### src/pdc_pkg.sv
`default_nettype none

package pdc_pkg;

   localparam int PosW      = 32;
   localparam int GainW     = 16;
   localparam int CntW      = 16;
   localparam int DutyW     = 8;
   localparam int DriveW    = 16;
   localparam int FracW     = 8;
   localparam int FracIdxW  = $clog2(FracW);
   localparam int ProdW     = PosW + GainW;
   localparam int DivW      = ProdW - FracW;
   localparam int DenW      = PosW;
   localparam int QuoW      = DivW + 1;
   localparam int SumW      = QuoW + 1;
   localparam int MulStepW  = $clog2(GainW);
   localparam int DivStepW  = $clog2(DivW);
   localparam int CsrIdxW   = 2;
   localparam int CsrDataW  = 16;

   localparam int DutyMax   = 255;
   localparam int DriveMax  = 32767;
   localparam int DriveMin  = -32768;

   localparam logic [CsrIdxW-1:0] CSR_KP_GAIN      = 2'd0;
   localparam logic [CsrIdxW-1:0] CSR_KD_GAIN      = 2'd1;
   localparam logic [CsrIdxW-1:0] CSR_ERR_THRESH   = 2'd2;
   localparam logic [CsrIdxW-1:0] CSR_SETTLE_COUNT = 2'd3;

   localparam logic CMD_SAMPLE = 1'b0;
   localparam logic CMD_START  = 1'b1;

   typedef struct packed {
      logic                     start;
      logic signed [GainW-1:0]  kp;
      logic signed [GainW-1:0]  kd;
      logic signed [PosW-1:0]   err;
      logic signed [PosW-1:0]   dp;
      logic signed [PosW-1:0]   dt;
   } mul_arg_type;

   typedef struct packed {
      logic                     busy;
      logic signed [ProdW-1:0]  a;
      logic signed [ProdW-1:0]  b;
      logic signed [ProdW-1:0]  rdt;
   } mul_res_type;

   typedef struct packed {
      logic             start;
      logic [DivW-1:0]  dividend;
      logic [DenW-1:0]  divisor;
   } div_arg_type;

   typedef struct packed {
      logic             busy;
      logic [DivW-1:0]  quotient;
      logic             rem_nz;
   } div_res_type;

endpackage

`default_nettype wire

### src/pdc_ifs.sv
`default_nettype none

interface pdc_req_if;
   import pdc_pkg::*;

   logic                   valid;
   logic                   ready;
   logic                   cmd;
   logic signed [PosW-1:0] enc_pos;
   logic signed [PosW-1:0] time_ms;
   logic signed [PosW-1:0] move_ticks;

   modport source (output valid, cmd, enc_pos, time_ms, move_ticks, input ready);
   modport sink   (input valid, cmd, enc_pos, time_ms, move_ticks, output ready);
endinterface

interface pdc_rsp_if;
   import pdc_pkg::*;

   logic                     valid;
   logic                     ready;
   logic                     dir_forward;
   logic [DutyW-1:0]         duty;
   logic signed [DriveW-1:0] drive_value;
   logic                     done_res;

   modport source (output valid, dir_forward, duty, drive_value, done_res, input ready);
   modport sink   (input valid, dir_forward, duty, drive_value, done_res, output ready);
endinterface

`default_nettype wire

### src/pdc_mul.sv
`default_nettype none

module pdc_mul (
   input  logic                 clock,
   input  logic                 reset,
   input  pdc_pkg::mul_arg_type arg,
   output pdc_pkg::mul_res_type res
);
   import pdc_pkg::*;

   localparam logic [MulStepW-1:0] StepLast   = MulStepW'(GainW - 1);
   localparam logic [MulStepW-1:0] StepRStart = MulStepW'(FracW);

   logic                    busy_ff, busy_in;
   logic [MulStepW-1:0]     step_ff, step_in;
   logic [GainW-1:0]        mpa_ff, mpa_in;
   logic [GainW-1:0]        mpb_ff, mpb_in;
   logic signed [ProdW-1:0] mca_ff, mca_in;
   logic signed [ProdW-1:0] mcb_ff, mcb_in;
   logic signed [ProdW-1:0] mcr_ff, mcr_in;
   logic signed [ProdW-1:0] acc_a_ff, acc_a_in;
   logic signed [ProdW-1:0] acc_b_ff, acc_b_in;
   logic signed [ProdW-1:0] acc_r_ff, acc_r_in;

   logic last;
   logic r_phase;
   logic r_bit;

   assign last    = (step_ff == StepLast);
   assign r_phase = (step_ff >= StepRStart);
   assign r_bit   = acc_a_ff[step_ff[FracIdxW-1:0]];

   always_comb begin
      busy_in  = busy_ff;
      step_in  = step_ff;
      mpa_in   = mpa_ff;
      mpb_in   = mpb_ff;
      mca_in   = mca_ff;
      mcb_in   = mcb_ff;
      mcr_in   = mcr_ff;
      acc_a_in = acc_a_ff;
      acc_b_in = acc_b_ff;
      acc_r_in = acc_r_ff;
      if (arg.start) begin
         busy_in  = 1'b1;
         step_in  = '0;
         mpa_in   = arg.kp;
         mpb_in   = arg.kd;
         mca_in   = {{(ProdW-PosW){arg.err[PosW-1]}}, arg.err};
         mcb_in   = {{(ProdW-PosW){arg.dp[PosW-1]}}, arg.dp};
         mcr_in   = {{(ProdW-PosW){arg.dt[PosW-1]}}, arg.dt};
         acc_a_in = '0;
         acc_b_in = '0;
         acc_r_in = '0;
      end else if (busy_ff) begin
         // top multiplier bit carries negative weight
         if (mpa_ff[0]) begin
            acc_a_in = last ? acc_a_ff - mca_ff : acc_a_ff + mca_ff;
         end
         if (mpb_ff[0]) begin
            acc_b_in = last ? acc_b_ff - mcb_ff : acc_b_ff + mcb_ff;
         end
         // low byte of a is final once the fraction bits have passed
         if (r_phase) begin
            if (r_bit) begin
               acc_r_in = acc_r_ff + mcr_ff;
            end
            mcr_in = mcr_ff <<< 1;
         end
         mca_in  = mca_ff <<< 1;
         mcb_in  = mcb_ff <<< 1;
         mpa_in  = mpa_ff >> 1;
         mpb_in  = mpb_ff >> 1;
         step_in = step_ff + MulStepW'(1);
         if (last) begin
            busy_in = 1'b0;
         end
      end
   end

   always_ff @(posedge clock) begin
      if (reset) begin
         busy_ff <= 1'b0;
         step_ff <= '0;
      end else begin
         busy_ff <= busy_in;
         step_ff <= step_in;
      end
   end

   always_ff @(posedge clock) begin
      mpa_ff   <= mpa_in;
      mpb_ff   <= mpb_in;
      mca_ff   <= mca_in;
      mcb_ff   <= mcb_in;
      mcr_ff   <= mcr_in;
      acc_a_ff <= acc_a_in;
      acc_b_ff <= acc_b_in;
      acc_r_ff <= acc_r_in;
   end

   assign res.busy = busy_ff;
   assign res.a    = acc_a_ff;
   assign res.b    = acc_b_ff;
   assign res.rdt  = acc_r_ff;

endmodule

`default_nettype wire

### src/pdc_div.sv
`default_nettype none

module pdc_div (
   input  logic                 clock,
   input  logic                 reset,
   input  pdc_pkg::div_arg_type arg,
   output pdc_pkg::div_res_type res
);
   import pdc_pkg::*;

   localparam logic [DivStepW-1:0] StepLast = DivStepW'(DivW - 1);

   logic                busy_ff, busy_in;
   logic [DivStepW-1:0] step_ff, step_in;
   logic [DenW-1:0]     rem_ff, rem_in;
   logic [DivW-1:0]     quo_ff, quo_in;
   logic [DenW-1:0]     den_ff, den_in;

   logic [DenW:0] trial;
   logic [DenW:0] diff;
   logic          fits;

   assign trial = {rem_ff, quo_ff[DivW-1]};
   assign diff  = trial - {1'b0, den_ff};
   assign fits  = (trial >= {1'b0, den_ff});

   always_comb begin
      busy_in = busy_ff;
      step_in = step_ff;
      rem_in  = rem_ff;
      quo_in  = quo_ff;
      den_in  = den_ff;
      if (arg.start) begin
         busy_in = 1'b1;
         step_in = '0;
         rem_in  = '0;
         quo_in  = arg.dividend;
         den_in  = arg.divisor;
      end else if (busy_ff) begin
         // shift one dividend bit in, one quotient bit out
         rem_in  = fits ? diff[DenW-1:0] : trial[DenW-1:0];
         quo_in  = {quo_ff[DivW-2:0], fits};
         step_in = step_ff + DivStepW'(1);
         if (step_ff == StepLast) begin
            busy_in = 1'b0;
         end
      end
   end

   always_ff @(posedge clock) begin
      if (reset) begin
         busy_ff <= 1'b0;
         step_ff <= '0;
      end else begin
         busy_ff <= busy_in;
         step_ff <= step_in;
      end
   end

   always_ff @(posedge clock) begin
      rem_ff <= rem_in;
      quo_ff <= quo_in;
      den_ff <= den_in;
   end

   assign res.busy     = busy_ff;
   assign res.quotient = quo_ff;
   assign res.rem_nz   = |rem_ff;

endmodule

`default_nettype wire

### src/pd_position_controller_top.sv
// channel  dir  handshake            word
// -------  ---  -------------------  ----------------------------------------
// req      in   req.valid/req.ready  cmd, enc_pos, time_ms, move_ticks
// rsp      out  rsp.valid/rsp.ready  dir_forward, duty, drive_value, done_res
// csr      in   csr_we (no wait)     csr_index, csr_wdata
//
// A start word gives no result.
// A sample word passes through a 16-step shift-add multiplier and a 40-step
// restoring divider; a settled sample goes straight to rsp and waits for neither.
// One word is in work at a time; the next is taken while a result waits in rsp.
// Reset is synchronous; it restores the gains, thresholds and position state.
`default_nettype none

module pd_position_controller_top (
   input  logic                          clock,
   input  logic                          reset,
   pdc_req_if.sink                       req,
   pdc_rsp_if.source                     rsp,
   input  logic                          csr_we,
   input  logic [pdc_pkg::CsrIdxW-1:0]   csr_index,
   input  logic [pdc_pkg::CsrDataW-1:0]  csr_wdata
);
   import pdc_pkg::*;

   localparam logic [3:0] S_IDLE  = 4'd0;
   localparam logic [3:0] S_EVAL  = 4'd1;
   localparam logic [3:0] S_MUL   = 4'd2;
   localparam logic [3:0] S_PREP1 = 4'd3;
   localparam logic [3:0] S_PREP2 = 4'd4;
   localparam logic [3:0] S_DIV   = 4'd5;
   localparam logic [3:0] S_FIN1  = 4'd6;
   localparam logic [3:0] S_FIN2  = 4'd7;
   localparam logic [3:0] S_FIN3  = 4'd8;
   localparam logic [3:0] S_PUT   = 4'd9;

   localparam logic signed [SumW-1:0] SumMax = SumW'(DriveMax);
   localparam logic signed [SumW-1:0] SumMin = SumW'(DriveMin);

   logic [3:0]               state_ff, state_in;
   logic signed [GainW-1:0]  kp_ff, kp_in;
   logic signed [GainW-1:0]  kd_ff, kd_in;
   logic [CntW-1:0]          thresh_ff, thresh_in;
   logic [CntW-1:0]          settle_ff, settle_in;
   logic [PosW-1:0]          target_ff, target_in;
   logic [PosW-1:0]          last_pos_ff, last_pos_in;
   logic [PosW-1:0]          last_time_ff, last_time_in;
   logic [CntW-1:0]          still_ff, still_in;
   logic                     rsp_valid_ff, rsp_valid_in;

   logic signed [PosW-1:0]   err_ff, err_in;
   logic signed [PosW-1:0]   dp_ff, dp_in;
   logic signed [PosW-1:0]   dt_ff, dt_in;
   logic                     same_ff, same_in;
   logic signed [ProdW-1:0]  m_ff, m_in;
   logic [DivW-1:0]          h_ff, h_in;
   logic [QuoW-1:0]          q_ff, q_in;
   logic                     rem_all_ff, rem_all_in;
   logic signed [SumW-1:0]   fl_ff, fl_in;
   logic signed [DriveW-1:0] drive_ff, drive_in;
   logic                     done_ff, done_in;

   logic                     dir_out_ff;
   logic [DutyW-1:0]         duty_out_ff;
   logic signed [DriveW-1:0] drive_out_ff;
   logic                     done_out_ff;

   mul_arg_type mul_arg;
   mul_res_type mul_res;
   div_arg_type div_arg;
   div_res_type div_res;

   logic                     req_take;
   logic                     rsp_load;
   logic [PosW-1:0]          err_abs;
   logic                     near;
   logic [DivW-1:0]          mq;
   logic                     m_neg;
   logic                     low_nz;
   logic [QuoW-1:0]          q_signed;
   logic signed [SumW-1:0]   fl_adj;
   logic [DriveW:0]          drive_abs;
   logic [DutyW-1:0]         duty_val;

   assign req.ready = (state_ff == S_IDLE);
   assign req_take  = req.valid && req.ready;

   assign err_abs = err_ff[PosW-1] ? (PosW'(0) - err_ff) : err_ff;
   assign near    = (err_abs < {{(PosW-CntW){1'b0}}, thresh_ff});

   assign mq     = m_ff[ProdW-1:FracW];
   assign m_neg  = m_ff[ProdW-1];
   assign low_nz = |m_ff[FracW-1:0];

   // floor of a negative quotient: -(Q + carry) = ~Q + !carry
   assign q_signed = m_neg ? (~{1'b0, div_res.quotient}) + QuoW'(!div_res.rem_nz)
                           : {1'b0, div_res.quotient};

   assign fl_adj = fl_ff + {{(SumW-1){1'b0}}, rem_all_ff && fl_ff[SumW-1]};

   assign drive_abs = drive_ff[DriveW-1] ? ((DriveW+1)'(0) - {drive_ff[DriveW-1], drive_ff})
                                         : {1'b0, drive_ff};
   assign duty_val  = (drive_abs > (DriveW+1)'(DutyMax)) ? DutyW'(DutyMax)
                                                         : drive_abs[DutyW-1:0];

   assign mul_arg.start = (state_ff == S_EVAL);
   assign mul_arg.kp    = kp_ff;
   assign mul_arg.kd    = kd_ff;
   assign mul_arg.err   = err_ff;
   assign mul_arg.dp    = dp_ff;
   assign mul_arg.dt    = dt_ff;

   assign div_arg.start    = (state_ff == S_PREP2);
   assign div_arg.dividend = mq[DivW-1] ? (DivW'(0) - mq) : mq;
   assign div_arg.divisor  = dt_ff[PosW-1] ? (DenW'(0) - dt_ff) : dt_ff;

   pdc_mul u_mul (
      .clock (clock),
      .reset (reset),
      .arg   (mul_arg),
      .res   (mul_res)
   );

   pdc_div u_div (
      .clock (clock),
      .reset (reset),
      .arg   (div_arg),
      .res   (div_res)
   );

   always_comb begin
      state_in     = state_ff;
      kp_in        = kp_ff;
      kd_in        = kd_ff;
      thresh_in    = thresh_ff;
      settle_in    = settle_ff;
      target_in    = target_ff;
      last_pos_in  = last_pos_ff;
      last_time_in = last_time_ff;
      still_in     = still_ff;
      err_in       = err_ff;
      dp_in        = dp_ff;
      dt_in        = dt_ff;
      same_in      = same_ff;
      m_in         = m_ff;
      h_in         = h_ff;
      q_in         = q_ff;
      rem_all_in   = rem_all_ff;
      fl_in        = fl_ff;
      drive_in     = drive_ff;
      done_in      = done_ff;
      rsp_load     = 1'b0;

      if (csr_we) begin
         case (csr_index)
            CSR_KP_GAIN:      kp_in     = csr_wdata;
            CSR_KD_GAIN:      kd_in     = csr_wdata;
            CSR_ERR_THRESH:   thresh_in = csr_wdata;
            CSR_SETTLE_COUNT: settle_in = csr_wdata;
            default: ;
         endcase
      end

      case (state_ff)
         S_IDLE: begin
            if (req_take) begin
               if (req.cmd == CMD_START) begin
                  target_in    = req.enc_pos + req.move_ticks;
                  last_pos_in  = req.enc_pos + req.move_ticks;
                  last_time_in = PosW'(1);
                  still_in     = '0;
               end else begin
                  err_in       = target_ff - req.enc_pos;
                  dp_in        = req.enc_pos - last_pos_ff;
                  dt_in        = (req.time_ms == last_time_ff) ? PosW'(1)
                                                               : req.time_ms - last_time_ff;
                  same_in      = (req.enc_pos == last_pos_ff);
                  last_pos_in  = req.enc_pos;
                  last_time_in = req.time_ms;
                  state_in     = S_EVAL;
               end
            end
         end
         S_EVAL: begin
            if (same_ff && near) begin
               still_in = (still_ff == '1) ? still_ff : still_ff + CntW'(1);
            end else begin
               still_in = '0;
            end
            state_in = S_MUL;
         end
         S_MUL: begin
            if (still_ff >= settle_ff) begin
               drive_in = '0;
               done_in  = 1'b1;
               state_in = S_PUT;
            end else if (!mul_res.busy) begin
               state_in = S_PREP1;
            end
         end
         S_PREP1: begin
            m_in     = dt_ff[PosW-1] ? (mul_res.b - mul_res.rdt) : (mul_res.rdt - mul_res.b);
            h_in     = mul_res.a[ProdW-1:FracW];
            state_in = S_PREP2;
         end
         S_PREP2: begin
            state_in = S_DIV;
         end
         S_DIV: begin
            if (!div_res.busy) begin
               state_in = S_FIN1;
            end
         end
         S_FIN1: begin
            q_in       = q_signed;
            rem_all_in = div_res.rem_nz || low_nz;
            state_in   = S_FIN2;
         end
         S_FIN2: begin
            fl_in    = {{(SumW-DivW){h_ff[DivW-1]}}, h_ff} + {q_ff[QuoW-1], q_ff};
            state_in = S_FIN3;
         end
         S_FIN3: begin
            if (fl_adj > SumMax) begin
               drive_in = DriveW'(DriveMax);
            end else if (fl_adj < SumMin) begin
               drive_in = DriveW'(DriveMin);
            end else begin
               drive_in = fl_adj[DriveW-1:0];
            end
            done_in  = 1'b0;
            state_in = S_PUT;
         end
         S_PUT: begin
            if (!rsp_valid_ff || rsp.ready) begin
               rsp_load = 1'b1;
               state_in = S_IDLE;
            end
         end
         default: begin
            state_in = S_IDLE;
         end
      endcase
   end

   assign rsp_valid_in = rsp_load ? 1'b1 : (rsp.ready ? 1'b0 : rsp_valid_ff);

   always_ff @(posedge clock) begin
      if (reset) begin
         state_ff     <= S_IDLE;
         kp_ff        <= GainW'(256);
         kd_ff        <= '0;
         thresh_ff    <= CntW'(10);
         settle_ff    <= CntW'(5);
         target_ff    <= '0;
         last_pos_ff  <= '0;
         last_time_ff <= PosW'(1);
         still_ff     <= '0;
         rsp_valid_ff <= 1'b0;
      end else begin
         state_ff     <= state_in;
         kp_ff        <= kp_in;
         kd_ff        <= kd_in;
         thresh_ff    <= thresh_in;
         settle_ff    <= settle_in;
         target_ff    <= target_in;
         last_pos_ff  <= last_pos_in;
         last_time_ff <= last_time_in;
         still_ff     <= still_in;
         rsp_valid_ff <= rsp_valid_in;
      end
   end

   always_ff @(posedge clock) begin
      err_ff     <= err_in;
      dp_ff      <= dp_in;
      dt_ff      <= dt_in;
      same_ff    <= same_in;
      m_ff       <= m_in;
      h_ff       <= h_in;
      q_ff       <= q_in;
      rem_all_ff <= rem_all_in;
      fl_ff      <= fl_in;
      drive_ff   <= drive_in;
      done_ff    <= done_in;
      if (rsp_load) begin
         dir_out_ff   <= !drive_ff[DriveW-1];
         duty_out_ff  <= duty_val;
         drive_out_ff <= drive_ff;
         done_out_ff  <= done_ff;
      end
   end

   assign rsp.valid       = rsp_valid_ff;
   assign rsp.dir_forward = dir_out_ff;
   assign rsp.duty        = duty_out_ff;
   assign rsp.drive_value = drive_out_ff;
   assign rsp.done_res    = done_out_ff;

endmodule

`default_nettype wire

### src/flat_wrapper.sv
// flat-port wrapper written by rule: the top's interface ports become plain ports
module pd_position_controller_top_flat import pdc_pkg::*;
  (clock, reset, csr_we, csr_index, csr_wdata, req_valid, req_cmd, req_enc_pos, req_time_ms, req_move_ticks, req_ready, rsp_valid, rsp_dir_forward, rsp_duty, rsp_drive_value, rsp_done_res, rsp_ready);
  pdc_req_if req_i ();
  pdc_rsp_if rsp_i ();
  input  logic clock;
  input  logic reset;
  input  logic csr_we;
  input  logic [pdc_pkg::CsrIdxW-1:0] csr_index;
  input  logic [pdc_pkg::CsrDataW-1:0] csr_wdata;
  input wire logic [$bits(req_i.valid)-1:0] req_valid;
  input wire logic [$bits(req_i.cmd)-1:0] req_cmd;
  input wire logic [$bits(req_i.enc_pos)-1:0] req_enc_pos;
  input wire logic [$bits(req_i.time_ms)-1:0] req_time_ms;
  input wire logic [$bits(req_i.move_ticks)-1:0] req_move_ticks;
  output wire logic [$bits(req_i.ready)-1:0] req_ready;
  output wire logic [$bits(rsp_i.valid)-1:0] rsp_valid;
  output wire logic [$bits(rsp_i.dir_forward)-1:0] rsp_dir_forward;
  output wire logic [$bits(rsp_i.duty)-1:0] rsp_duty;
  output wire logic [$bits(rsp_i.drive_value)-1:0] rsp_drive_value;
  output wire logic [$bits(rsp_i.done_res)-1:0] rsp_done_res;
  input wire logic [$bits(rsp_i.ready)-1:0] rsp_ready;
  assign req_i.valid = req_valid;
  assign req_i.cmd = req_cmd;
  assign req_i.enc_pos = req_enc_pos;
  assign req_i.time_ms = req_time_ms;
  assign req_i.move_ticks = req_move_ticks;
  assign req_ready = req_i.ready;
  assign rsp_valid = rsp_i.valid;
  assign rsp_dir_forward = rsp_i.dir_forward;
  assign rsp_duty = rsp_i.duty;
  assign rsp_drive_value = rsp_i.drive_value;
  assign rsp_done_res = rsp_i.done_res;
  assign rsp_i.ready = rsp_ready;
  pd_position_controller_top u_core (.clock(clock), .reset(reset), .req(req_i), .rsp(rsp_i), .csr_we(csr_we), .csr_index(csr_index), .csr_wdata(csr_wdata));
endmodule
### config.mk
export PLATFORM = sky130hd
export DESIGN_NAME = pd_position_controller_top_flat
export DESIGN_NICKNAME = d
export VERILOG_FILES = /design/src/pdc_pkg.sv /design/src/pdc_ifs.sv /design/src/pdc_mul.sv /design/src/pdc_div.sv /design/src/pd_position_controller_top.sv /design/src/flat_wrapper.sv
export SDC_FILE = /design/constraint.sdc
export NUM_CORES = 2
export LEC_CHECK = 0
export ABC_CLOCK_PERIOD_IN_PS = 8930
export BUFFER_PORTS_ARGS = -buffer_cell sky130_fd_sc_hd__buf_2
export CORE_MARGIN = 4
export CORE_UTILIZATION = 55
export CTS_CLUSTER_DIAMETER = 120
export DETAILED_ROUTE_END_ITERATION = 12
export HOLD_SLACK_MARGIN = 0.15
export PLACE_DENSITY = 0.81
export SYNTH_ARGS = -nofsm -noshare
export SYNTH_HDL_FRONTEND = slang
export SYNTH_SLANG_ARGS = --single-unit
### constraint.sdc
create_clock -name clock -period 8.93 [get_ports clock]
set_clock_uncertainty 0.15 [all_clocks]
set_input_delay 1.786 -clock clock [delete_from_list [all_inputs] [get_ports clock]]
set_output_delay 1.786 -clock clock [all_outputs]
set_load 0.05 [all_outputs]
==> impl_metrics.tcl <==
set metrics [dict create \
    cts_sinks 929 \
    cts_root_buffer "clkbuf_16" \
    fin_tns_setup_ns 0 \
    synthTopCellsByArea "edfxtp_1 27%, dfxtp_1 12%, ha_1 9.5%" \
    rows 123 \
    syn_nets 7891 \
    post_cts_buffers 0 \
    synth_ff_type "edfxtp_1" \
    synth_mux_area_share_pct 0.9728 \
    drtIter0Drc 5016 \
    synth_warnings 0 \
    place_hpwl_mm 127.3 \
    cts-resized-gates 0 \
    ys_seq_area_share_pct 38.72 \
    p_leak_nw 27.52 \
    core_area_mm2 0.1127 \
    cp_data_arrival_time_ns 6.08 \
    tritoncts "built" \
    min_path_type "flip-flop to flip-flop" \
    postCtsHoldBufs 0 \
    synthArstFlopShare_pct 0 \
    synth-simple-area-share_pct 18.60 \
    syn_area_per_cell_um2 8.583 \
    final_cell_mix "1232 x nand2_1, 736 x a21oi_1, 560 x edfxtp_1, 477 x ha_1, 439 x o21ai_0" \
    worst_setup_path_end_kind "flip-flop" \
    die_w_um 345.1 \
    grt.total_usage_pct 27.22 \
    synth-edff-count 560 \
    dieHeight_um 345.1 \
    cts.clk_slew.worst_paths_ns 0.06 \
    rsz0062_at_grt "false" \
    final_hold_viol_count 0 \
    post-synth-top-area-fraction_pct 26.90 \
    synth_xor_area_share_pct 8.154 \
    antenna_left 0 \
    worst_pin_slew_ns 1.259 \
    gp_congestion 1.007 \
    grt_max_degree 178 \
    period_minus_slack_ns 5.652 \
    dp_slack_ns 3.134 \
    max_freq_ghz 0.1769 \
    first_pass_iters 8 \
    synthAdderAreaFrac_pct 9.900 \
    setup_viol 0 \
    start_util_pct 55.49 \
    io_pins 148 \
    slew_viol_final 0 \
    setup_ws_ns 3.278 \
    synth_seq_cells 929 \
    gr-total-overflow 0 \
    synth_compound_area_share_pct 19.47 \
    cts_buffers 99 \
    drcViolationCount 0 \
    synth_cell_type_count 89 \
    period_share_pct 63.29 \
    netlist_area_mm2 0.06251 \
    fin_area_mm2 0.06784 \
    critPathRequiredTime_ns 9.36 \
    vias 53951 \
    vias_per_cell 6.091 \
    post_drt_wl_per_cell_um 19.15 \
    final_common_cell "nand2_1" \
    status "completed" \
    vdd_drop_max_v 0.0001796 \
    synthCells 7283 \
    p_per_area_mw_per_mm2 238.8 \
    dieArea_mm2 0.1191 \
    clk_latency_ns 0.71 \
    crit_type "flip-flop to flip-flop" \
    cts_max_level 3 \
    wl_mm 169.6 \
    start_kind "flip-flop" \
    synth_top_family_by_area "compound AO/OA/AOI/OAI gates" \
    synth_top_cell_by_area "edfxtp_1" \
    cp_max_fo 8 \
    layout.nets 7879 \
    area_growth_pct 8.517 \
    antenna_found_initial 1 \
    fin_util_pct 60.22 \
    place_area_mm2 0.06441 \
    cts_buffer_depth 3 \
    maxCapViolations 0 \
    drive_gt1_share_pct 5.941 \
    max_slew_margin_pct 16.04 \
    grt_pass1_vias 50400 \
    grt_first_pass_wirelength_mm 267.6 \
    io_buffers 147 \
]
==> synthesized netlist by cell type, types with 55 or more instances <==
cell type / n
and3_1: 85
a21oi_1: 736
o21bai_1: 60
ha_1: 477
edfxtp_1: 560
nor2b_1: 55
dfxtp_1: 369
nor3_1: 120
nand2b_1: 83
clkbuf_1: 277
nor2_1: 433
inv_1: 392
nand4_1: 87
o31ai_1: 73
xor2_1: 234
nand3_1: 170
a31oi_1: 56
nor4_1: 56
o21ai_0: 439
xnor2_1: 348
a21o_1: 206
nand2_1: 1237
a211oi_1: 94
==> per-layer routing <==
layer  vias up  track usage (%)  routed length (um)
met5         -                0                   0
met4         0            11.00                7193
met1     25463            36.65               72660
met3       386            3.873               12810
li1      26077                -                   -
met2      2025            44.33               76970
==> final timing paths <==
| kind | slack (ns) | end | from | cells after the start |
|---|---|---|---|---|
| max | 3.28 | u_core.u_mul.acc_b_ff[47]$_SDFFE_PP0P_ | u_core.u_mul.mcb_ff[8]$_DFFE_PP_ | 19 |
| min | 0.28 | u_core.rsp.done_res$_DFFE_PP_ | u_core.done_ff$_DFFE_PP_ | 0 |
| max reg2reg | 3.28 | u_core.u_mul.acc_b_ff[47]$_SDFFE_PP0P_ | u_core.u_mul.mcb_ff[8]$_DFFE_PP_ | 19 |
| min reg2reg | 0.28 | u_core.rsp.done_res$_DFFE_PP_ | u_core.done_ff$_DFFE_PP_ | 0 |
==> layout make-up <==
class | count | area, um2
clock inverters | 61 | 730.7
repair buffers | 191 | 1085
multi-input cells | 5657 | 35770
diodes | 1 | 2.502
well taps | 1500 | 1877
clock buffers | 125 | 2688
flip-flops and latches | 929 | 24200
fillers | 9555 | 44820
inverters | 393 | 1475
==> cell families (layout without fill, tap and decap cells) <==
family,after synthesis,after routing
and+or+nand+nor,2549,2549
adders and majority gates,488,488
muxes,56,56
other,0,1
buffers and inverters,697,770
xor gates and xnor gates,582,582
DFF,929,929
AOI/OAI and AO/OA,1982,1982
==> state kept, by name (all words and copies together), names as in the netlist, 42 cells and up <==
signal                 flops
u_core.m_ff               48
u_core.u_mul.acc_a_ff     48
u_core.u_mul.acc_b_ff     48
u_core.u_mul.acc_r_ff     48
u_core.u_mul.mca_ff       48
u_core.u_mul.mcb_ff       48
u_core.u_mul.mcr_ff       48
u_core.fl_ff              42
==> report_power, final <==
part | internal [mW] | total [mW] | switching [mW]
clock network | 2.53 | 4.33 | 1.81
logic | 2.39 | 6.11 | 3.72
registers | 5.19 | 5.75 | 0.558
total | 10.1 | 16.2 | 6.08
==> metrics by stage <==
stage	power, mW	std cells	hold WS, ns
after global placement	11.64	8670	0.2648
final	16.20	8857	0.2783
after CTS	16.12	8856	0.2824
after detailed placement	11.78	8670	0.2673
after global routing	17.13	8856	0.2990
after floorplan	10.23	7283	0.2503
==> critical path, cell delays in order, from the launching register on <==
cell and delay, ns:
edfxtp_1 0.44, nor3_1 0.37, nand2_1 0.14, nor3_1 0.54, nand3_1 0.37, nor3_1 0.43
nand3_1 0.18, or4b_2 0.70, nand2_1 0.11, xor2_1 0.16, ha_1 0.34, o21a_1 0.14
o21ai_0 0.15, nand2b_1 0.07, a21oi_1 0.22, nor2_1 0.11, nand2_1 0.08, nand2_1 0.07
mux4_2 0.43, a311o_1 0.33
Power figures use the tool's default switching activity.
